<file path="config.mk">
export PLATFORM = sky130hd
export DESIGN_NAME = plnu_sqrt
export DESIGN_NICKNAME = d
export VERILOG_FILES = /design/src/plnu_pkg.sv /design/src/plnu_sqrt.sv
export SDC_FILE = /design/constraint.sdc
export NUM_CORES = 2
export LEC_CHECK = 0
export BUFFER_PORTS_ARGS = -buffer_cell sky130_fd_sc_hd__buf_4
export CORE_MARGIN = 10
export CORE_UTILIZATION = 45
export DETAILED_ROUTE_END_ITERATION = 12
export PLACE_DENSITY = 0.69
export SETUP_SLACK_MARGIN = 0.4
export SYNTH_ARGS = -nofsm -noshare
export SYNTH_HDL_FRONTEND = slang
export SYNTH_SLANG_ARGS = --single-unit
</file>
<file path="constraint.sdc">
create_clock -name i_clk -period 3.5 [get_ports i_clk]
set_input_delay 0 -clock i_clk [delete_from_list [all_inputs] [get_ports i_clk]]
set_output_delay 0 -clock i_clk [all_outputs]
set_load 0.1 [all_outputs]
</file>
<file path="src/plnu_pkg.sv">
// Package for the pose blend unit: widths, stage positions, operation codes
// and the transaction payload types. No dependencies.
`default_nettype none

package plnu_pkg;

    // Component format
    localparam int COMP_W   = 32;
    localparam int FRAC     = 16;
    localparam int T_W      = FRAC + 1;
    localparam int LANES    = 4;
    localparam int PROD_W   = 2 * COMP_W;

    // Lerp datapath
    localparam int D_W      = COMP_W + 2;
    localparam int P_W      = D_W + T_W + 1;
    localparam int MAG_W    = COMP_W;
    localparam int MSB_W    = $clog2(MAG_W);

    // Normalization: largest magnitude lands in [2^NORM_MSB, 2^(NORM_MSB+1))
    localparam int NORM_MSB = 29;
    localparam int SCL_W    = NORM_MSB + 1;
    localparam int SQR_W    = 2 * SCL_W;
    localparam int SUMSQ_W  = SQR_W + 2;
    localparam int ROOT_W   = SUMSQ_W / 2;
    localparam int Q_W      = FRAC + 1;
    localparam int NUM_W    = SCL_W + FRAC + 1;
    localparam int DIV_STG  = Q_W + 1;

    // Pipeline stage positions
    localparam int ST_SCALE = 11;
    localparam int ST_SUMSQ = 13;
    localparam int ST_ROOT  = ST_SUMSQ + ROOT_W;
    localparam int ST_LAST  = ST_ROOT + DIV_STG;

    typedef enum logic [0:0] {
        KIND_LERP  = 1'b0,
        KIND_NLERP = 1'b1
    } t_kind;

    typedef struct packed {
        t_kind                    kind;
        logic signed [COMP_W-1:0] a_w;
        logic signed [COMP_W-1:0] a_x;
        logic signed [COMP_W-1:0] a_y;
        logic signed [COMP_W-1:0] a_z;
        logic signed [COMP_W-1:0] b_w;
        logic signed [COMP_W-1:0] b_x;
        logic signed [COMP_W-1:0] b_y;
        logic signed [COMP_W-1:0] b_z;
        logic [T_W-1:0]           blend;
    } t_in_item;

    typedef struct packed {
        logic signed [COMP_W-1:0] r_w;
        logic signed [COMP_W-1:0] r_x;
        logic signed [COMP_W-1:0] r_y;
        logic signed [COMP_W-1:0] r_z;
        logic                     zero_norm;
    } t_out_item;

    // Side data that rides along the normalize, root and divide stages
    typedef struct packed {
        t_kind                         kind;
        logic                          zero;
        logic [LANES-1:0]              sgn;
        logic [LANES-1:0][COMP_W-1:0]  lin;
        logic [LANES-1:0][SCL_W-1:0]   mag;
    } t_carry;

endpackage

`default_nettype wire

</file>
<file path="src/plnu_sqrt.sv">
// Pipelined integer square root, one result bit per stage, ROOT_W stages.
// Depends on plnu_pkg.
`default_nettype none

module plnu_sqrt import plnu_pkg::*; (
    input  logic               i_clk,
    input  logic               i_en,
    input  logic [SUMSQ_W-1:0] i_x,
    output logic [ROOT_W-1:0]  o_root
);

    logic [SUMSQ_W-1:0] r_rem  [ROOT_W];
    logic [ROOT_W-1:0]  r_root [ROOT_W];

    for (genvar s = 0; s < ROOT_W; s++) begin : g_stg
        localparam int K = ROOT_W - 1 - s;
        logic [SUMSQ_W-1:0] w_rem_in;
        logic [ROOT_W-1:0]  w_root_in;
        logic [63:0]        w_trial;
        logic               w_take;

        if (s == 0) begin : g_first
            assign w_rem_in  = i_x;
            assign w_root_in = '0;
        end else begin : g_next
            assign w_rem_in  = r_rem[s-1];
            assign w_root_in = r_root[s-1];
        end

        // Try setting bit K: cost is root*2^(K+1) + 2^(2K)
        always_comb begin
            w_trial = (64'(w_root_in) << (K + 1)) | (64'd1 << (2 * K));
            w_take  = 64'(w_rem_in) >= w_trial;
        end

        always_ff @(posedge i_clk) begin
            if (i_en) begin
                r_rem[s]  <= w_take ? (w_rem_in - w_trial[SUMSQ_W-1:0]) : w_rem_in;
                r_root[s] <= w_take ? (w_root_in | (ROOT_W'(1) << K)) : w_root_in;
            end
        end
    end

    assign o_root = r_root[ROOT_W-1];

endmodule

`default_nettype wire

</file>
[Word level (Yosys, flattened, before mapping)]
Memories as Yosys holds them, arrays and structs flattened.
Cells that the tools add are included.
Storage, ports and cells
  logic and storage cells: 128
  memories: 2
  bits in writable memories: 2883
  flip-flop bits (word level): 0
  input bits: 64
  output and inout port bits: 31
Operators by class
  add/subtract/negate cells: 31
  magnitude comparators: 31
  mux-type cells: 64
Memory list
  r_rem: words 31, bits a word 62, rd ports 30, clocked after Yosys merged registers in 0, wr ports 31, RTL line plnu_sqrt.sv:12  | logic [SUMSQ_W-1:0] r_rem [ROOT_W];
  r_root: words 31, bits a word 31, rd ports 31, clocked after Yosys merged registers in 0, wr ports 31, RTL line plnu_sqrt.sv:13  | logic [ROOT_W-1:0] r_root [ROOT_W];
Operator list (count)
  62-bit two-way mux: 31
  62-bit by 32-bit greater-or-equal comparator with 1-bit output: 1
  62-bit by 33-bit greater-or-equal comparator with 1-bit output: 1
  62-bit by 34-bit greater-or-equal comparator with 1-bit output: 1
  62-bit by 35-bit greater-or-equal comparator with 1-bit output: 1
  62-bit by 36-bit greater-or-equal comparator with 1-bit output: 1
  62-bit by 37-bit greater-or-equal comparator with 1-bit output: 1
  62-bit by 38-bit greater-or-equal comparator with 1-bit output: 1
  62-bit by 39-bit greater-or-equal comparator with 1-bit output: 1
  62-bit by 40-bit greater-or-equal comparator with 1-bit output: 1
  62-bit by 41-bit greater-or-equal comparator with 1-bit output: 1
  62-bit by 42-bit greater-or-equal comparator with 1-bit output: 1
  62-bit by 43-bit greater-or-equal comparator with 1-bit output: 1
  62-bit by 44-bit greater-or-equal comparator with 1-bit output: 1
  62-bit by 45-bit greater-or-equal comparator with 1-bit output: 1
  62-bit by 46-bit greater-or-equal comparator with 1-bit output: 1
  62-bit by 47-bit greater-or-equal comparator with 1-bit output: 1
  62-bit by 48-bit greater-or-equal comparator with 1-bit output: 1
  62-bit by 49-bit greater-or-equal comparator with 1-bit output: 1
  62-bit by 50-bit greater-or-equal comparator with 1-bit output: 1
  62-bit by 51-bit greater-or-equal comparator with 1-bit output: 1
  62-bit by 52-bit greater-or-equal comparator with 1-bit output: 1
  62-bit by 53-bit greater-or-equal comparator with 1-bit output: 1
  62-bit by 54-bit greater-or-equal comparator with 1-bit output: 1
  other kinds (70): 72

[Logic depth before layout (Yosys ltp)]
An unclocked memory read counts as a cell.
  word-level depth: 3
  gate-level depth with buffers: 16
  depth with buffers taken out: 13

[Worst setup path after synthesis]
OpenSTA, ideal clock, no wires.
  path type: reg2reg
  start point: memory r_rem[11][16] in the netlist's numbering
  end point: memory r_rem[11][121] in the netlist's numbering, data pin
  path buffers: 1
  slack: 102 ps
  period minus slack after synthesis: 3398 ps
  arrival time: 3126 ps
  cell stages (with the launch flop): 14
  required time: 3229 ps
  setup time: 271 ps
  cell sequence: edfxtp_1 > ha_1 > nor2b_1 > o31a_1 > o41ai_1 > o31ai_1 > o21a_1 > o211ai_1 > and2_1 > clkbuf_1 > inv_2 > nand4b_1 > nor4_1 > xor2_1
RTL lines (RTL line)
  start, declared: plnu_sqrt.sv:12

==> results.toml <==
[floorplan]
die_x_um = 518
core_area_um2 = 247000
chipHeight_um = 518
initial_core_util = 0.453
dieArea_um2 = 269000
placement_rows = 182
ios = 95

[placed_design]
place_inst = 12700
port-buffer-count = 94
place.gp.congestion = 0.918
hpwl_mm = 200

[logic_synthesis]
syn_area_per_cell_um2 = 12.7
synth_enable_flop_cells = 2356
yosys-top-cells-area = "edfxtp_1 63%, ha_1 5.9%, xnor2_1 3.2%, xor2_1 3.2%, a21oi_1 2.3%"
ys_warn_count = 0
synth_commonest_cells = "2356 x edfxtp_1, 639 x inv_1, 583 x nand2_1"
ys_ff_latch = 2356
syn-num-nets = 9378
synth_top_area_share = 0.633
yosysMostFrequentCell = "edfxtp_1"
synthFlopType = "edfxtp_1"
ys_async_sr_fraction = 0
syn_inst = 8789
yosys.area.top_type = "edfxtp_1"
synth_area_um2 = 112000
ys_types = 91
yosysSeqAreaShare = 0.633

[global_routing]
busiest_layer = "met2"
antenna_found_initial = 11
use_met1 = 0.207
use_met2 = 0.375
grt_pass1_wl_mm = 423
grt_pass1_vias = 76500
grt_overflow = 0
grt_max_degree = 171
grtUsageTotal = 0.196
gr-usage-met3 = 0.0302

[worst_hold_path]
hold_class = "in -> reg"
min_to = "r_root[0][30]"
hold_depth = 5
holdCritStartpoint = "i_x[10]"

[clock_network]
cts_root_buf = "clkbuf_16"
clock_latency_ns = 0.90
cts_tree = "built"
htreeDepth = 4
cts_buffers = 237
clk_pin_slew_worst_paths_ns = 0.07
cts_max_path_buffers = 3
cts_sinks = 2356

[sta]
fin_crit_ns = 3.49
drv_slew = 0
max_slew_margin = 0.175
rsz0062_at_grt = "yes"
finalSetupViolCount = 0
fin_crit_sh = 0.998
fmax_ghz = 0.286
hold_viol_final = 0
fin_skew_ns = 0.136
hold-worst-slack_ns = 0.216
worstMarginPinSlew_ns = 1.23
finalSetupTns_ns = 0

[finish]
fillCellCount = 19100
syn_to_final_growth_pct = 23.3
drive_above_1_share = 0.207
fin_cells = 13500
nNetsFinal = 10600

[run_status]
outcome = "completed"

[power]
ir_worst_vdd_mv = 0.498
powerDensity_nw_per_um2 = 621
p_leak_nw = 52.6

[critical_path]
endpoint_kind = "flop"
critPathKind = "reg -> reg"
reg2reg_from = "r_rem[12][78]"
r2r_cells = 13
crit_fanout = 5
critPathLaunchType = "flop"
crit_arrival_ns = 4.00
ff2ff_setup_slack_ns = 0.007
reg2reg_to = "r_rem[13][51]"
crit_required_ns = 4.01

[drt]
antenna_left = 0
via_count = 74900
drc = 0
first_pass_iters = 6
routedWlPerCell_um = 20.5
drtIter0Drc = 5879
totalWireLength_mm = 277
viasPerCell = 5.55

[run]
max_cap_viol_count = 0
-- worst max-delay path: stages (launching register included) --
cell and delay [ns]:
edfxtp_1 0.41, ha_1 0.31, a21o_1 0.17, a211o_1 0.28
o221ai_2 0.23, o32ai_2 0.13, o311a_1 0.39, o2111a_2 0.30
a221oi_2 0.28, buf_4 0.19, nand2_4 0.05, buf_8 0.15
nor3_4 0.12, xor2_1 0.09
-- layer usage --
layer | vias up | wire [µm]
met5 | - | 0
met4 | 0 | 16500
met3 | 748 | 12600
met2 | 2142 | 148000
met1 | 36700 | 99900
li1 | 35300 | -
-- cell type report --
type / instances / area (µm²) / area share
antenna: 11 / 27.5 / 0.000200
clock inverter: 167 / 2140 / 0.0155
clock buffer: 279 / 6110 / 0.0443
tap: 3312 / 4140 / 0.0301
inverter: 643 / 2430 / 0.0177
multi-input combinational: 5627 / 42600 / 0.309
sequential: 2356 / 70700 / 0.513
timing repair buffer: 1101 / 9660 / 0.0700
-- state kept, by name (all words and copies together) (netlist names) --
name / cells
r_root: 496
r_rem: 1860
-- worst max path at each step --
stage / from / end / slack [ns] / cells past startpoint
floorplan: r_rem[7][50] / r_rem[7][102] / 0.16 / 10
global placement: r_rem[9][2] / r_rem[9][121] / -1.08 / 13
detailed placement: r_rem[9][91] / r_rem[10][54] / -0.75 / 10
CTS: r_rem[13][37] / r_rem[13][116] / -0.04 / 11
global route: r_root[25][27] / r_rem[13][51] / -0.11 / 21
finish: r_rem[12][78] / r_rem[13][51] / 0.007 / 13
-- cells in the final DEF (no fill, tap or decap), types with 37 or more instances in the layout --
master,instances
clkbuf_1,41
o21bai_1,41
clkbuf_16,245
buf_12,43
nand4_1,125
a21oi_2,39
dlygate4sd3_1,127
a21o_1,214
and3_1,40
a21oi_1,468
ha_4,58
buf_6,60
o31ai_1,37
nand2_1,534
nor2_1,482
nor2b_1,66
o21a_1,87
nand3_1,102
or3_1,86
ha_1,457
o21ai_1,49
edfxtp_1,2356
xor2_1,406
bufinv_16,37
buf_4,849
inv_1,622
o21ai_0,342
nor4_1,252
mux2_2,61
nor3_1,191
xnor2_1,399
o21ai_2,47
clkinv_2,49
nand2b_1,106
-- timing repair --
action,CTS,global route
endpoints found under the setup margin,775,811
setup buffers,118,72
resized for setup,563,417
pin swaps,235,166
hold buffers,127,0
hold endpoints to repair,798,0
gates cloned,4,10
-- through the flow --
step | utilization | cell area [µm²] | worst slack, ns | power, mW
after floorplan | - | 112000 | 0.162 | 50.2
after global placement | 0.494 | 122000 | -1.08 | 57.0
after detailed placement | 0.494 | 122000 | -0.751 | 57.5
after CTS | 0.548 | 135000 | -0.0434 | 85.0
after global routing | 0.559 | 138000 | -0.110 | 89.6
final | 0.559 | 138000 | 0.00717 | 85.7
-- logic make-up (layout without fill, tap and decap cells) --
family          Yosys count  in the layout  share of synthesized area
compound gates         1652           1652                     0.0908
xor+xnor                818            818                     0.0641
fa+ha+maj               525            525                     0.0588
buf+inv                 806           2190                     0.0275
flops                  2356           2356                      0.633
mux                      75             75                    0.00759
other cells               0             11                          0
simple gates           2557           2557                      0.118
-- report_power, final --
group          switching, mW  internal [mW]  leakage [nW]
combinational           11.3           9.35          26.0
sequential              2.86           35.8          22.7
clock                   11.1           15.3          3.95
Note: power is estimated with default switching activity, not from simulation.
