==> config.mk <==
export PLATFORM = sky130hd
export DESIGN_NAME = plnu_div_lane
export DESIGN_NICKNAME = d
export VERILOG_FILES = /design/src/plnu_pkg.sv /design/src/plnu_div_lane.sv
export SDC_FILE = /design/constraint.sdc
export NUM_CORES = 2
export LEC_CHECK = 0
export BUFFER_PORTS_ARGS = -buffer_cell sky130_fd_sc_hd__buf_2
export CORE_MARGIN = 10
export CORE_UTILIZATION = 50
export CTS_CLUSTER_DIAMETER = 60
export DETAILED_ROUTE_END_ITERATION = 6
export PLACE_DENSITY = 0.65
export SLEW_MARGIN = 10
export SYNTH_ARGS = -nofsm -noshare
export SYNTH_HDL_FRONTEND = slang
export SYNTH_SLANG_ARGS = --single-unit
==> constraint.sdc <==
create_clock -name i_clk -period 4.4 [get_ports i_clk]
set_input_delay 0.66 -clock i_clk [delete_from_list [all_inputs] [get_ports i_clk]]
set_output_delay 0.66 -clock i_clk [all_outputs]
set_load 0.02 [all_outputs]
==> src/plnu_pkg.sv <==
// Package for the pose blend unit: widths, stage positions, operation codes
// and the transaction payload types. No dependencies.
`default_nettype none

package plnu_pkg;

    // Component format
    localparam int COMP_W   = 32;
    localparam int FRAC     = 16;
    localparam int T_W      = FRAC + 1;
    localparam int LANES    = 4;
    localparam int PROD_W   = 2 * COMP_W;

    // Lerp datapath
    localparam int D_W      = COMP_W + 2;
    localparam int P_W      = D_W + T_W + 1;
    localparam int MAG_W    = COMP_W;
    localparam int MSB_W    = $clog2(MAG_W);

    // Normalization: largest magnitude lands in [2^NORM_MSB, 2^(NORM_MSB+1))
    localparam int NORM_MSB = 29;
    localparam int SCL_W    = NORM_MSB + 1;
    localparam int SQR_W    = 2 * SCL_W;
    localparam int SUMSQ_W  = SQR_W + 2;
    localparam int ROOT_W   = SUMSQ_W / 2;
    localparam int Q_W      = FRAC + 1;
    localparam int NUM_W    = SCL_W + FRAC + 1;
    localparam int DIV_STG  = Q_W + 1;

    // Pipeline stage positions
    localparam int ST_SCALE = 11;
    localparam int ST_SUMSQ = 13;
    localparam int ST_ROOT  = ST_SUMSQ + ROOT_W;
    localparam int ST_LAST  = ST_ROOT + DIV_STG;

    typedef enum logic [0:0] {
        KIND_LERP  = 1'b0,
        KIND_NLERP = 1'b1
    } t_kind;

    typedef struct packed {
        t_kind                    kind;
        logic signed [COMP_W-1:0] a_w;
        logic signed [COMP_W-1:0] a_x;
        logic signed [COMP_W-1:0] a_y;
        logic signed [COMP_W-1:0] a_z;
        logic signed [COMP_W-1:0] b_w;
        logic signed [COMP_W-1:0] b_x;
        logic signed [COMP_W-1:0] b_y;
        logic signed [COMP_W-1:0] b_z;
        logic [T_W-1:0]           blend;
    } t_in_item;

    typedef struct packed {
        logic signed [COMP_W-1:0] r_w;
        logic signed [COMP_W-1:0] r_x;
        logic signed [COMP_W-1:0] r_y;
        logic signed [COMP_W-1:0] r_z;
        logic                     zero_norm;
    } t_out_item;

    // Side data that rides along the normalize, root and divide stages
    typedef struct packed {
        t_kind                         kind;
        logic                          zero;
        logic [LANES-1:0]              sgn;
        logic [LANES-1:0][COMP_W-1:0]  lin;
        logic [LANES-1:0][SCL_W-1:0]   mag;
    } t_carry;

endpackage

`default_nettype wire

==> src/plnu_div_lane.sv <==
// One divide lane: rounded mag * 2^FRAC / root, restoring division with
// one quotient bit per stage after a numerator stage. Depends on plnu_pkg.
`default_nettype none

module plnu_div_lane import plnu_pkg::*; (
    input  logic              i_clk,
    input  logic              i_en,
    input  logic [SCL_W-1:0]  i_mag,
    input  logic [ROOT_W-1:0] i_root,
    output logic [Q_W-1:0]    o_q
);

    logic [NUM_W-1:0]  r_num;
    logic [ROOT_W-1:0] r_den0;
    logic [NUM_W-1:0]  r_rem [Q_W];
    logic [ROOT_W-1:0] r_den [Q_W];
    logic [Q_W-1:0]    r_q   [Q_W];

    // Form numerator with half the divisor for round-half-up
    always_ff @(posedge i_clk) begin
        if (i_en) begin
            r_num  <= (NUM_W'(i_mag) << FRAC) + NUM_W'(i_root >> 1);
            r_den0 <= i_root;
        end
    end

    for (genvar s = 0; s < Q_W; s++) begin : g_stg
        localparam int J = Q_W - 1 - s;
        logic [NUM_W-1:0]  w_rem_in;
        logic [ROOT_W-1:0] w_den_in;
        logic [Q_W-1:0]    w_q_in;
        logic [NUM_W-1:0]  w_trial;
        logic              w_take;

        if (s == 0) begin : g_first
            assign w_rem_in = r_num;
            assign w_den_in = r_den0;
            assign w_q_in   = '0;
        end else begin : g_next
            assign w_rem_in = r_rem[s-1];
            assign w_den_in = r_den[s-1];
            assign w_q_in   = r_q[s-1];
        end

        always_comb begin
            w_trial = NUM_W'(w_den_in) << J;
            w_take  = w_rem_in >= w_trial;
        end

        always_ff @(posedge i_clk) begin
            if (i_en) begin
                r_rem[s] <= w_take ? (w_rem_in - w_trial) : w_rem_in;
                r_den[s] <= w_den_in;
                r_q[s]   <= w_take ? (w_q_in | (Q_W'(1) << J)) : w_q_in;
            end
        end
    end

    assign o_q = r_q[Q_W-1];

endmodule

`default_nettype wire

After elaboration in Yosys (flattened, before gate mapping). Memory sizes are Yosys's and may differ from the RTL's. Index checks and enable logic that the tools add are counted.

Add/subtract/negate cells: 18. Magnitude comparators: 17. Multiplexer cells: 36.

Operators by type and width (number): 2-to-1 mux 47 bit (17); adder 46 x 30 -> 47 bit (1); greater-or-equal comparator 47 x 31 -> 1 bit (1); greater-or-equal comparator 47 x 32 -> 1 bit (1); greater-or-equal comparator 47 x 33 -> 1 bit (1); greater-or-equal comparator 47 x 34 -> 1 bit (1); greater-or-equal comparator 47 x 35 -> 1 bit (1); greater-or-equal comparator 47 x 36 -> 1 bit (1); greater-or-equal comparator 47 x 37 -> 1 bit (1); greater-or-equal comparator 47 x 38 -> 1 bit (1); greater-or-equal comparator 47 x 39 -> 1 bit (1); greater-or-equal comparator 47 x 40 -> 1 bit (1); greater-or-equal comparator 47 x 41 -> 1 bit (1); greater-or-equal comparator 47 x 42 -> 1 bit (1); greater-or-equal comparator 47 x 43 -> 1 bit (1); greater-or-equal comparator 47 x 44 -> 1 bit (1); greater-or-equal comparator 47 x 45 -> 1 bit (1); greater-or-equal comparator 47 x 46 -> 1 bit (1); greater-or-equal comparator 47 bit (1); subtractor 47 x 31 -> 47 bit (1); subtractor 47 x 32 -> 47 bit (1); subtractor 47 x 33 -> 47 bit (1); subtractor 47 x 34 -> 47 bit (1); subtractor 47 x 35 -> 47 bit (1); 29 further kinds (31).

Register bits: 78. Memory bits (writable): 1615. Output and inout port bits: 17. Word-level logic and storage cells: 76. Memories: 3.

Memories: r_rem (words 17, width 47, rd ports 16, clocked after Yosys merged registers in 0, write ports 17, line plnu_div_lane.sv:15) `logic [NUM_W-1:0] r_rem [Q_W];`; r_den (words 17, width 31, rd ports 16, clocked after Yosys merged registers in 0, write ports 17, line plnu_div_lane.sv:16) `logic [ROOT_W-1:0] r_den [Q_W];`; r_q (words 17, width 17, rd ports 17, clocked after Yosys merged registers in 0, write ports 17, line plnu_div_lane.sv:17) `logic [Q_W-1:0] r_q [Q_W];`.

Longest topological paths before layout. An unclocked memory read counts as a cell.

Depth after elaboration: 3. Depth in mapped cells: 17.

Worst setup path after synthesis. Ideal clock, no wire load.

Kind: reg2reg. From: memory r_rem[0][383] (netlist bit). To: memory r_rem[0][455] (netlist bit), data pin. Data arrival time: 3258 ps. Setup slack: 872 ps. Cell stages (with the launch flop): 18. Buffers on the path: 2. Cells stage by stage: edfxtp_1 inv_1 ha_1 inv_1 fa_1 a21o_1 a21oi_1 nand3b_1 nand4_1 a41oi_1 o31ai_1 a221oi_2 o21a_1 inv_2 buf_2 buf_1 nor2_1 a21oi_1.

RTL lines (line): from (decl) (plnu_div_lane.sv:15).

==> out/results.txt <==
Total Routing Usage GR: 21.8%
Die Height: 414 microns
Post-synthesis register bit count: 1327
Antenna violations before repair: 1
CTS tree: done
Clock Sinks: 1327
Cells after synthesis: 7217
WS Path Type: register to register
Total gr overflow: 0
Syn_nets: 7838
Area growth, synth to finish: 12.0%
Crit path max fanout: 4
First-pass GRT wire length: 295000 microns
Dpl cells: 9340
Slowest-stage cell, CP: o211ai_1
RSZ-0062 raised after global routing: no
WL/cell: 19.6 microns
Clock Skews: 0.0312 ns
Cell Rows: 144
Post-DP HPWL: 148000 microns
Post-synth top flop: edfxtp_1
Most frequent cells in the layout: edfxtp_1, inv_1, a21oi_1, nand2_1, ha_1
Achievable Freq: 0.234 GHz
Initial DRC count: 3020
Worst path required time: 4.94 ns
Max clock buf depth: 3
DP Area: 81600 sq um
Post-route minimum period: 4.27 ns
Relative slew slack: 40.6%
Filler cells: 12900
Cell variety after synth: 104
Status: finished clean
LEAKAGE: 35.0 nW
Starting Density: 50.4%
Hold Path Class: input port to register
Final setup viols: 0
Sequential share of the synthesized area: 51.4%
Share of layout cells above drive strength 1: 8.68%
Post-route worst setup slack: 0.132 ns
Pwr Density: 663 nW/um^2
CP Data Arrival Time: 4.81 ns
Worst vdd ir: 395 uV
Cell Area, Synth: 77600 sq um
DR pass1 iterations: 7
Period utilization: 97.0%
Hold Fails Final Rpt: 0
Num CTS Buffers: 156
Htree depth: 4
Post-DRT Antenna Nets: 0
Element type at the critical path start: register
Post-synth EDFFs: 1327
Root Driver: clkbuf_16
# DRC: 0
Via/cell ratio: 5.66
Synth warn: 0
Core Region: 154000 sq um
Vias in the first global route: 57200
Port Buffers: 79
Cell Chain, Critical Path: inv_1 -> ha_1 -> inv_1 -> fa_1 -> a21o_1 -> a22oi_1 -> a21oi_1 -> o211ai_1 -> a21oi_1 -> a311o_1 -> a221oi_1 -> buf_4 -> o31a_1 -> nand4_1 -> xnor2_1
Average size of a mapped cell: 10.7 sq um
Max Cap Viol: 0
Final Max Slew Viols: 0
Pre-CTS setup slack: -0.000726 ns
Clock latency on the worst-skew pair: 0.80 ns
Die Wd: 414 microns
NumNets Final: 8093
GPL Wtd Cong: 0.992
Asr flop ratio synth: 0%
IO Count: 80
Worst-margin pin slew: 0.868 ns
Non-Filler Instances: 9645
Routed Wire Length: 189000 microns
Setup crit end kind: register
Via count: 54600
Fin area: 86800 sq um
CP max stage delay: 0.48 ns
Clk slew on worst S/H paths: 0.06 ns
Largest net degree at the start of global routing: 140
Die ar.: 171000 sq um
Commonest non-fill, non-tap cell in the layout: edfxtp_1
routing by layer:
metal	part of all wire, %	vias up	wire [microns]	global-route usage [%]
li1	-	27000	-	-
met4	8.0	0	15100	15.6
met3	2.6	590	4950	2.72
met2	58	1236	109000	45.7
met1	32	25700	59700	18.0
met5	0	-	0	0
kinds of logic after synthesis:
| family | Yosys count | synth area share, % |
|---|---|---|
| AOI/OAI and AO/OA | 1978 | 16.0 |
| xor gates and xnor gates | 562 | 6.35 |
| adders and majority gates | 558 | 9.17 |
| buffers and inverters | 862 | 4.27 |
| DFF | 1327 | 51.4 |
| muxes | 93 | 1.34 |
| and+or+nand+nor | 1837 | 11.5 |
final cells by class:
type | instances | area (sq um) | area share, %
Multi-Input combinational cell | 5028 | 34500 | 39.7
Clock inverter | 100 | 1050 | 1.21
Antenna cell | 1 | 2.50 | 0.00288
Inverter | 673 | 2530 | 2.91
Clock buffer | 186 | 4040 | 4.65
Timing Repair Buffer | 286 | 2310 | 2.66
Sequential cell | 1327 | 39800 | 45.9
Tap cell | 2044 | 2560 | 2.94
path summary, 6_finish.rpt:
kind                       from                     to  slack (ns)  depth (start not counted)
setup reg to reg  r_rem[0][521]          r_rem[0][610]        0.13                         15
setup / recovery  r_rem[0][521]          r_rem[0][610]        0.13                         15
hold / removal       i_root[17]  g_stg[0].w_den_in[17]        0.09                          1
hold reg to reg      r_q[1][62]             r_q[1][79]        0.41                          0
cell usage after synthesis (13+ instances only):
| cell | instances | share of area, % |
|---|---|---|
| clkbuf_1 | 141 | 0.68 |
| fa_1 | 17 | 0.44 |
| or2_2 | 24 | 0.19 |
| or3_1 | 37 | 0.30 |
| a21boi_0 | 14 | 0.14 |
| inv_1 | 669 | 3.2 |
| nand3_1 | 133 | 0.86 |
| o31ai_1 | 42 | 0.41 |
| a221oi_1 | 14 | 0.16 |
| or4_1 | 18 | 0.17 |
| o21a_1 | 77 | 0.75 |
| a31oi_1 | 42 | 0.34 |
| ha_1 | 541 | 8.7 |
| nor3_1 | 101 | 0.65 |
| a21o_1 | 298 | 2.9 |
| nor2b_1 | 63 | 0.51 |
| edfxtp_1 | 1327 | 51 |
| and2_1 | 36 | 0.29 |
| nor2_1 | 459 | 2.2 |
| o211ai_1 | 26 | 0.25 |
| nand2b_1 | 81 | 0.65 |
| a211oi_1 | 47 | 0.45 |
| xor2_1 | 236 | 2.7 |
| xnor2_1 | 326 | 3.7 |
| nor4_1 | 66 | 0.53 |
| a31o_2 | 15 | 0.17 |
| nor4b_1 | 19 | 0.21 |
| a41oi_1 | 17 | 0.19 |
| o21bai_1 | 74 | 0.72 |
| nand2_1 | 562 | 2.7 |
| buf_2 | 30 | 0.19 |
| a211o_1 | 17 | 0.19 |
| and3_1 | 58 | 0.47 |
| mux2_2 | 80 | 1.2 |
| a21oi_1 | 627 | 4.0 |
| a2111oi_0 | 13 | 0.15 |
| and4_1 | 20 | 0.23 |
| o31a_1 | 18 | 0.20 |
| nand4_1 | 111 | 0.90 |
| o21ai_0 | 494 | 3.2 |
timing repair:
| item | CTS | global route |
|---|---|---|
| hold buffers | 17 | 0 |
| endpoints found under the hold margin | 17 | 0 |
| gates resized for setup | 0 | 5 |
| buffers inserted | 0 | 1 |
| setup endpoints to repair | 0 | 69 |
worst max-delay path, delay by kind of cell (launching register included):
kind | cells | cell delay [ns]
fa+ha+maj | 2 | 0.56
xor+xnor | 1 | 0.15
buf+inv | 3 | 0.40
simple gates | 1 | 0.13
flops | 1 | 0.42
compound gates | 8 | 2.35
flip-flops by register name, indices dropped and copies added, names as in the netlist:
signal	cells
r_rem	752
r_den	360
r_q	153
g_stg.w_rem_in	47
g_stg.w_den_in	15
power by group:
part | switching, W | internal [W] | leakage [nW]
Combinational | 0.0140 | 0.0106 | 19.7
Clock | 0.00529 | 0.00739 | 2.43
Sequential | 0.00191 | 0.0184 | 12.8
Total | 0.0212 | 0.0364 | 35.0
stage by stage:
stage	total power [W]	TNS, ns	hold slack (ns)	util [%]
finish	0.0576	0	0.0911	56.4
global route	0.0615	0	0.0540	56.4
CTS	0.0577	0	0.0313	56.4
detailed placement	0.0448	-0.000726	0.405	52.9
global placement	0.0445	0	0.400	52.9
floorplan	0.0380	0	0.400	-
(Power assumes the default switching activity.)
