[src/plnu_pkg.sv]
// Package for the pose blend unit: widths, stage positions, operation codes
// and the transaction payload types. No dependencies.
`default_nettype none

package plnu_pkg;

    // Component format
    localparam int COMP_W   = 32;
    localparam int FRAC     = 16;
    localparam int T_W      = FRAC + 1;
    localparam int LANES    = 4;
    localparam int PROD_W   = 2 * COMP_W;

    // Lerp datapath
    localparam int D_W      = COMP_W + 2;
    localparam int P_W      = D_W + T_W + 1;
    localparam int MAG_W    = COMP_W;
    localparam int MSB_W    = $clog2(MAG_W);

    // Normalization: largest magnitude lands in [2^NORM_MSB, 2^(NORM_MSB+1))
    localparam int NORM_MSB = 29;
    localparam int SCL_W    = NORM_MSB + 1;
    localparam int SQR_W    = 2 * SCL_W;
    localparam int SUMSQ_W  = SQR_W + 2;
    localparam int ROOT_W   = SUMSQ_W / 2;
    localparam int Q_W      = FRAC + 1;
    localparam int NUM_W    = SCL_W + FRAC + 1;
    localparam int DIV_STG  = Q_W + 1;

    // Pipeline stage positions
    localparam int ST_SCALE = 11;
    localparam int ST_SUMSQ = 13;
    localparam int ST_ROOT  = ST_SUMSQ + ROOT_W;
    localparam int ST_LAST  = ST_ROOT + DIV_STG;

    typedef enum logic [0:0] {
        KIND_LERP  = 1'b0,
        KIND_NLERP = 1'b1
    } t_kind;

    typedef struct packed {
        t_kind                    kind;
        logic signed [COMP_W-1:0] a_w;
        logic signed [COMP_W-1:0] a_x;
        logic signed [COMP_W-1:0] a_y;
        logic signed [COMP_W-1:0] a_z;
        logic signed [COMP_W-1:0] b_w;
        logic signed [COMP_W-1:0] b_x;
        logic signed [COMP_W-1:0] b_y;
        logic signed [COMP_W-1:0] b_z;
        logic [T_W-1:0]           blend;
    } t_in_item;

    typedef struct packed {
        logic signed [COMP_W-1:0] r_w;
        logic signed [COMP_W-1:0] r_x;
        logic signed [COMP_W-1:0] r_y;
        logic signed [COMP_W-1:0] r_z;
        logic                     zero_norm;
    } t_out_item;

    // Side data that rides along the normalize, root and divide stages
    typedef struct packed {
        t_kind                         kind;
        logic                          zero;
        logic [LANES-1:0]              sgn;
        logic [LANES-1:0][COMP_W-1:0]  lin;
        logic [LANES-1:0][SCL_W-1:0]   mag;
    } t_carry;

endpackage

`default_nettype wire

[src/plnu_lerp_lane.sv]
// One component lane: optional negation of b, blend, rounding and
// saturation; four pipeline stages. Depends on plnu_pkg.
`default_nettype none

module plnu_lerp_lane import plnu_pkg::*; (
    input  logic                     i_clk,
    input  logic                     i_en,
    input  logic signed [COMP_W-1:0] i_a,
    input  logic signed [COMP_W-1:0] i_b,
    input  logic [T_W-1:0]           i_t,
    input  logic                     i_flip,
    output logic signed [COMP_W-1:0] o_lin,
    output logic [MAG_W-1:0]         o_mag,
    output logic                     o_neg
);

    localparam logic signed [P_W-1:0] HALF = P_W'(1) << (FRAC - 1);
    localparam logic signed [COMP_W-1:0] SAT_MAX = {1'b0, {(COMP_W-1){1'b1}}};
    localparam logic signed [COMP_W-1:0] SAT_MIN = {1'b1, {(COMP_W-1){1'b0}}};

    logic signed [D_W-1:0]    w_ax;
    logic signed [D_W-1:0]    w_bx;
    logic signed [D_W-1:0]    w_bsel;
    logic signed [D_W-1:0]    n_d;
    logic signed [D_W-1:0]    r_d;
    logic signed [COMP_W-1:0] r_a1;
    logic signed [COMP_W-1:0] r_a2;
    logic [T_W-1:0]           r_t1;
    logic signed [P_W-1:0]    n_dt;
    logic signed [P_W-1:0]    r_dt;
    logic signed [P_W-1:0]    w_rnd;
    logic signed [P_W-1:0]    w_sh;
    logic signed [D_W-1:0]    n_v;
    logic signed [D_W-1:0]    r_v;
    logic [D_W-1:0]           w_abs;
    logic signed [COMP_W-1:0] n_lin;

    // Difference against the possibly negated end operand
    always_comb begin
        w_ax   = D_W'(i_a);
        w_bx   = D_W'(i_b);
        w_bsel = i_flip ? -w_bx : w_bx;
        n_d    = w_bsel - w_ax;
    end

    // Scale the difference by t
    assign n_dt = r_d * $signed({1'b0, r_t1});

    // Round half up, drop fraction, add start operand
    always_comb begin
        w_rnd = r_dt + HALF;
        w_sh  = w_rnd >>> FRAC;
        n_v   = D_W'(r_a2) + $signed(w_sh[D_W-1:0]);
    end

    // Saturate and split into magnitude and sign
    always_comb begin
        if ((&r_v[D_W-1:COMP_W-1]) || !(|r_v[D_W-1:COMP_W-1])) begin
            n_lin = r_v[COMP_W-1:0];
        end else begin
            n_lin = r_v[D_W-1] ? SAT_MIN : SAT_MAX;
        end
        w_abs = r_v[D_W-1] ? -r_v : r_v;
    end

    always_ff @(posedge i_clk) begin
        if (i_en) begin
            r_d   <= n_d;
            r_a1  <= i_a;
            r_t1  <= i_t;
            r_dt  <= n_dt;
            r_a2  <= r_a1;
            r_v   <= n_v;
            o_lin <= n_lin;
            o_mag <= w_abs[MAG_W-1:0];
            o_neg <= r_v[D_W-1];
        end
    end

endmodule

`default_nettype wire

[config.mk]
export PLATFORM = sky130hd
export DESIGN_NAME = plnu_lerp_lane
export DESIGN_NICKNAME = d
export VERILOG_FILES = /design/src/plnu_pkg.sv /design/src/plnu_lerp_lane.sv
export SDC_FILE = /design/constraint.sdc
export NUM_CORES = 2
export LEC_CHECK = 0
export ABC_AREA = 1
export BUFFER_PORTS_ARGS = -buffer_cell sky130_fd_sc_hd__buf_2
export CORE_MARGIN = 1
export CORE_UTILIZATION = 55
export CTS_BUF_LIST = sky130_fd_sc_hd__clkbuf_8
export CTS_CLUSTER_DIAMETER = 120
export CTS_CLUSTER_SIZE = 30
export DETAILED_ROUTE_END_ITERATION = 10
export PLACE_DENSITY = 0.72
export RECOVER_POWER = 50
export SLEW_MARGIN = 20
export SYNTH_ARGS = -nofsm -noshare
export SYNTH_HDL_FRONTEND = slang
export SYNTH_SLANG_ARGS = --single-unit
[constraint.sdc]
create_clock -name i_clk -period 7.6 [get_ports i_clk]
set_clock_uncertainty 0.05 [all_clocks]
set_input_delay 0 -clock i_clk [delete_from_list [all_inputs] [get_ports i_clk]]
set_output_delay 0 -clock i_clk [all_outputs]
set_load 0.05 [all_outputs]
## Word-level counts from Yosys, hierarchy flattened

Index checks and enable logic that the tools add are counted.

| operators by class | value |
|---|---|
| muxes and demuxes | 4 |
| add/subtract/negate cells | 5 |
| $mul | 1 |
| reduce and logical (&&, ||, !) cells | 4 |

Operators with widths:

| cell | count |
|---|---|
| $mux W32 | 3 |
| $add A50 B17 Y50 const B | 1 |
| $mul A34 B18 Y50 | 1 |
| $add A32 B34 Y34 | 1 |
| $mux W34 | 1 |
| $neg A32 Y34 | 1 |
| $sub A34 B32 Y34 | 1 |
| $neg A32 Y32 | 1 |
| $reduce_and A3 Y1 | 1 |
| $reduce_or A3 Y1 | 1 |
| $logic_not A1 Y1 | 1 |
| $logic_or A1 B1 Y1 | 1 |

| word-level totals | value |
|---|---|
| logic and storage cells | 23 |
| bits in registers | 264 |

## Longest topological paths before layout

| depth | value |
|---|---|
| depth after elaboration | 4 |
| gate-level depth with buffers | 29 |
| depth with buffers taken out | 27 |

## Least setup slack after synthesis

No wires, ideal clock.

| path | value |
|---|---|
| path type | register -> register |
| start point | reg r_d[33] |
| end point | reg r_dt[49] (data pin) |
| stages on the path, launching flop included | 23 |
| library setup time | 253 ps |
| slack | 1770 ps |
| arrival time | 5526 ps |
| buffers on the path | 2 |
| period minus slack after synthesis | 5830 ps |
| path through | edfxtp_1 clkbuf_1 clkbuf_1 nand2_1 fa_1 fa_1 inv_1 fa_1 fa_1 fa_1 inv_1 fa_1 inv_1 ha_1 nand2_1 nor2_1 nand2_1 nor2_1 nand2_1 a21oi_1 nor2_1 nand3_1 nand2_1 |

| on the way | value |
|---|---|
| word-level cells in the longest chain between the ends | 1 |

RTL lines:

| element | RTL line | text |
|---|---|---|
| from (decl) | plnu_lerp_lane.sv:25 | `logic signed [D_W-1:0] r_d;` |
| from (signal assigned) | plnu_lerp_lane.sv:68 | `r_d <= n_d;` |
| $mul A34 B18 Y50 | plnu_lerp_lane.sv:47 | `assign n_dt = r_d * $signed({1'b0, r_t1});` |
| named net n_dt[49] | plnu_lerp_lane.sv:29 | `logic signed [P_W-1:0] n_dt;` |
| to (signal assigned) | plnu_lerp_lane.sv:71 | `r_dt <= n_dt;` |
| to (decl) | plnu_lerp_lane.sv:30 | `logic signed [P_W-1:0] r_dt;` |

The timed path passes the listed nets, and every way through them passes these cells.
A chain may end at the register's enable or synchronous reset.

## Worst setup path in the final report

| path | value |
|---|---|
| start point | reg r_d[33] |
| end point | reg r_dt[40] (data pin) |

The elaborated chain is that of the path after synthesis.

==> load_flow_metrics.sql <==
INSERT INTO impl_metrics (metric_group, metric, value, unit) VALUES
('status', 'run_status', 'finished, violations left', ''),
('status', 'violated_checks', 'max-capacitance violations, max-slew violations', ''),
('critical_path', 'rrSetupSlack', '0.99', 'ns'),
('clocking', 'h_tree_depth_reported_by_cts', '1', ''),
('synth', 'synth_async_sr_flop_share', '0', ''),
('global_routing', 'track_usage', '0.306', ''),
('floorplan', 'die_area', '66800', 'sq um'),
('clocking', 'cts_made_buffers', '16', ''),
('run', 'max_cap_violations', '2', ''),
('floorplan', 'die_x', '258', 'um'),
('synth', 'synth-seq-cells', '249', ''),
('critical_path', 'rr_worst_depth', '18', ''),
('synth', 'synthCells', '4621', ''),
('synth', 'synth_top_cell_by_area', 'fa_1', ''),
('routing', 'detail_route.first_pass.iterations', '6', ''),
('critical_path', 'critical_path.startpoint_type', 'register', ''),
('final_layout', 'layout-area-overhead-vs-synth', '6.51', '%'),
('floorplan', 'floorplan.initialDensity', '0.559', ''),
('clocking', 'worstSkewPairLatency', '0.68', 'ns'),
('routing', 'wl_per_cell', '17.9', 'um'),
('sta', 'final.setup.tns', '0', 'ns'),
('critical_path', 'cp.arrival', '6.96', 'ns'),
('sta', 'timing.final.max_slew_violations', '152', ''),
('critical_path', 'crit_path_cells', 'nand2_1 -> fa_1 -> fa_1 -> inv_1 -> fa_1 -> fa_1 -> fa_1 -> inv_1 -> fa_1 -> inv_1 -> ha_1 -> nand2_1 -> nor2_1 -> nand2_1 -> nor3_1 -> nand4_1 -> nand4_1 -> nand2_1', ''),
('clocking', 'tritoncts_clock_tree', 'done', ''),
('sta', 'layout_min_cycle_time', '6.61', 'ns'),
('sta', 'achievable-frequency', '0.151', 'GHz'),
('sta', 'setup_violations', '0', ''),
('floorplan', 'die_height', '258', 'um'),
('clocking', 'clk_transition_reported_paths', '0.13', 'ns'),
('final_layout', 'layout.filler_cells', '6091', ''),
('sta', 'rsz_0062_raised_after_global_routing', 'false', ''),
('placement', 'place.port_buffers', '148', ''),
('synth', 'synth_enable_flop_cells', '249', ''),
('critical_path', 'critical_path.reg2reg.endpoint', 'r_dt[40]', ''),
('global_routing', 'grt_antenna_before_repair', '2', ''),
('clocking', 'cts_num_sinks', '249', ''),
('routing', 'drt-total-wl', '100', 'mm'),
('routing', 'detail_route.vias_per_cell', '5.19', ''),
('critical_path', 'worst_ep_required_time', '7.95', 'ns'),
('critical_path', 'crit_fanout', '17', ''),
('sta', 'finalWorstSetupSlack', '0.986', 'ns'),
('clocking', 'clk_path_buf_depth', '3', ''),
('synth', 'yosys.cell_types.count', '45', ''),
('placement', 'setup_ws_pre_cts', '1.06', 'ns'),
('floorplan', 'floorplan.core_area', '64700', 'sq um'),
('placement', 'routability_congestion_estimate_from_global_placement', '0.999', ''),
('critical_path', 'category_of_the_critical_setup_timing_path', 'register to register', ''),
('critical_path', 'timing.critical_path.slowest_cell_delay', '0.77', 'ns'),
('hold_path', 'worstHoldPathType', 'primary input to register', ''),
('critical_path', 'cp-startpoint', 'r_d[33]', ''),
('global_routing', 'grt_remaining_overflow', '0', ''),
('routing', 'drc_errors', '0', ''),
('sta', 'timing.max_slew.rel_slack', '-3.52', ''),
('floorplan', 'rows', '93', ''),
('routing', 'detail-route-antenna-nets', '0', ''),
('final_layout', 'layout.cells.most_common_list', 'inv_1 (1294), nand2_1 (1238), fa_1 (539)', ''),
('critical_path', 'cp_slowest_cell', 'fa_1', ''),
('clocking', 'clock-root-buffer', 'clkbuf_8', ''),
('critical_path', 'end_kind', 'register', ''),
('critical_path', 'r2r_start', 'r_d[33]', ''),
('sta', 'timing.final.crit_share', '0.870', ''),
('synth', 'yosysSeqAreaShare', '0.207', ''),
('synth', 'synthFlopType', 'edfxtp_1', ''),
('synth', 'post-synth-top-area-fraction', '0.298', ''),
('placement', 'detailed_place_hpwl', '84.4', 'mm'),
('synth', 'synth_area', '36200', 'sq um'),
('global_routing', 'grt_max_degree', '120', ''),
('critical_path', 'critPathCapture', 'r_dt[40]', ''),
('synth', 'syn_nets', '5427', ''),
('global_routing', 'first_pass_grt_wire_length', '158', 'mm');
## cell usage after synthesis, types with 2 or more instances
library cell,count
a21oi_1,141
nand2_4,2
xor2_1,121
o211ai_1,7
or2_2,3
nand2_1,1238
o21a_1,7
xnor2_1,27
nand2_2,5
inv_1,1293
nand3_1,142
nand3_2,6
nand3b_1,9
o21ai_1,9
edfxtp_1,249
nor2_4,4
o21ai_2,2
nor3_2,3
clkbuf_1,144
nand4_1,41
ha_1,183
fa_1,539
buf_1,2
o31ai_1,3
nor2_2,13
a21boi_0,6
nor3_1,27
inv_2,5
and3_1,2
nor3_4,3
a21o_1,13
a31oi_1,4
o21bai_1,19
o21ai_0,87
buf_2,2
nor2_1,243
nor4_1,9
## worst min-delay path by stage
stage	depth (start not counted)	startpoint	slack [ns]	endpoint
final	2	i_t[13]	0.05	r_t1[13]
after global routing	2	i_t[13]	0.03	r_t1[13]
after CTS	2	i_t[2]	0.0008	r_t1[2]
after detailed placement	1	i_t[1]	0.13	r_t1[1]
after global placement	1	i_t[1]	0.13	r_t1[1]
after floorplan	0	i_a[0]	0.05	r_a1[0]
## cell type report
cell class	instances	area, sq um	area share
diodes	2	5.00	0.000130
inverters	1298	4870	0.126
well taps	855	1070	0.0278
clock buffers	16	220	0.00572
flip-flops and latches	249	7480	0.194
multi-input cells	2926	23300	0.604
clock inverters	9	173	0.00448
repair buffers	240	1450	0.0375
## stage by stage
stage,std cells,area (sq um),hold slack (ns)
3_3_place_gp,5510,37700,0.126
3_5_place_dp,5510,37700,0.128
2_1_floorplan,4621,36200,0.0489
5_1_grt,5594,38500,0.0261
6_report,5595,38500,0.0456
4_1_cts,5593,38700,0.000831
## metal layers
| metal | global-route usage | wire (um) |
|---|---|---|
| met1 | 0.409 | 42300 |
| met5 | 0 | 15 |
| met3 | 0.0361 | 6290 |
| met4 | 0.103 | 3580 |
| met2 | 0.519 | 48100 |
## cells by family after synthesis
logic type	count (synthesis)	synth area share
AO/OA/AOI/OAI	300	0.0461
XOR/XNOR	150	0.0371
adder cells (fa/ha/maj)	722	0.362
buffers and inverters	1446	0.150
flip-flops	249	0.207
AND/OR/NAND/NOR	1754	0.198
## what timing repair did
action	CTS	global route
buffers inserted	0	0
hold endpoints to repair	182	0
hold buffers	58	0
## critical path, delay by kind of cell (launching register included)
family,cells,cell delay [ns]
buffers and inverters,3,0.18
AND/OR/NAND/NOR,8,1.72
adder cells (fa/ha/maj),7,3.63
flip-flops,1,0.76
## state kept, by name (all words and copies together) (netlist names)
register  count
r_d          34
r_t1         17
r_a2         32
o_lin        32
r_v          34
r_a1         32
o_neg         1
r_dt         35
o_mag        32
Power is not shown: default switching activity piles up to over one toggle a cycle in this logic, so the estimate is an artifact.
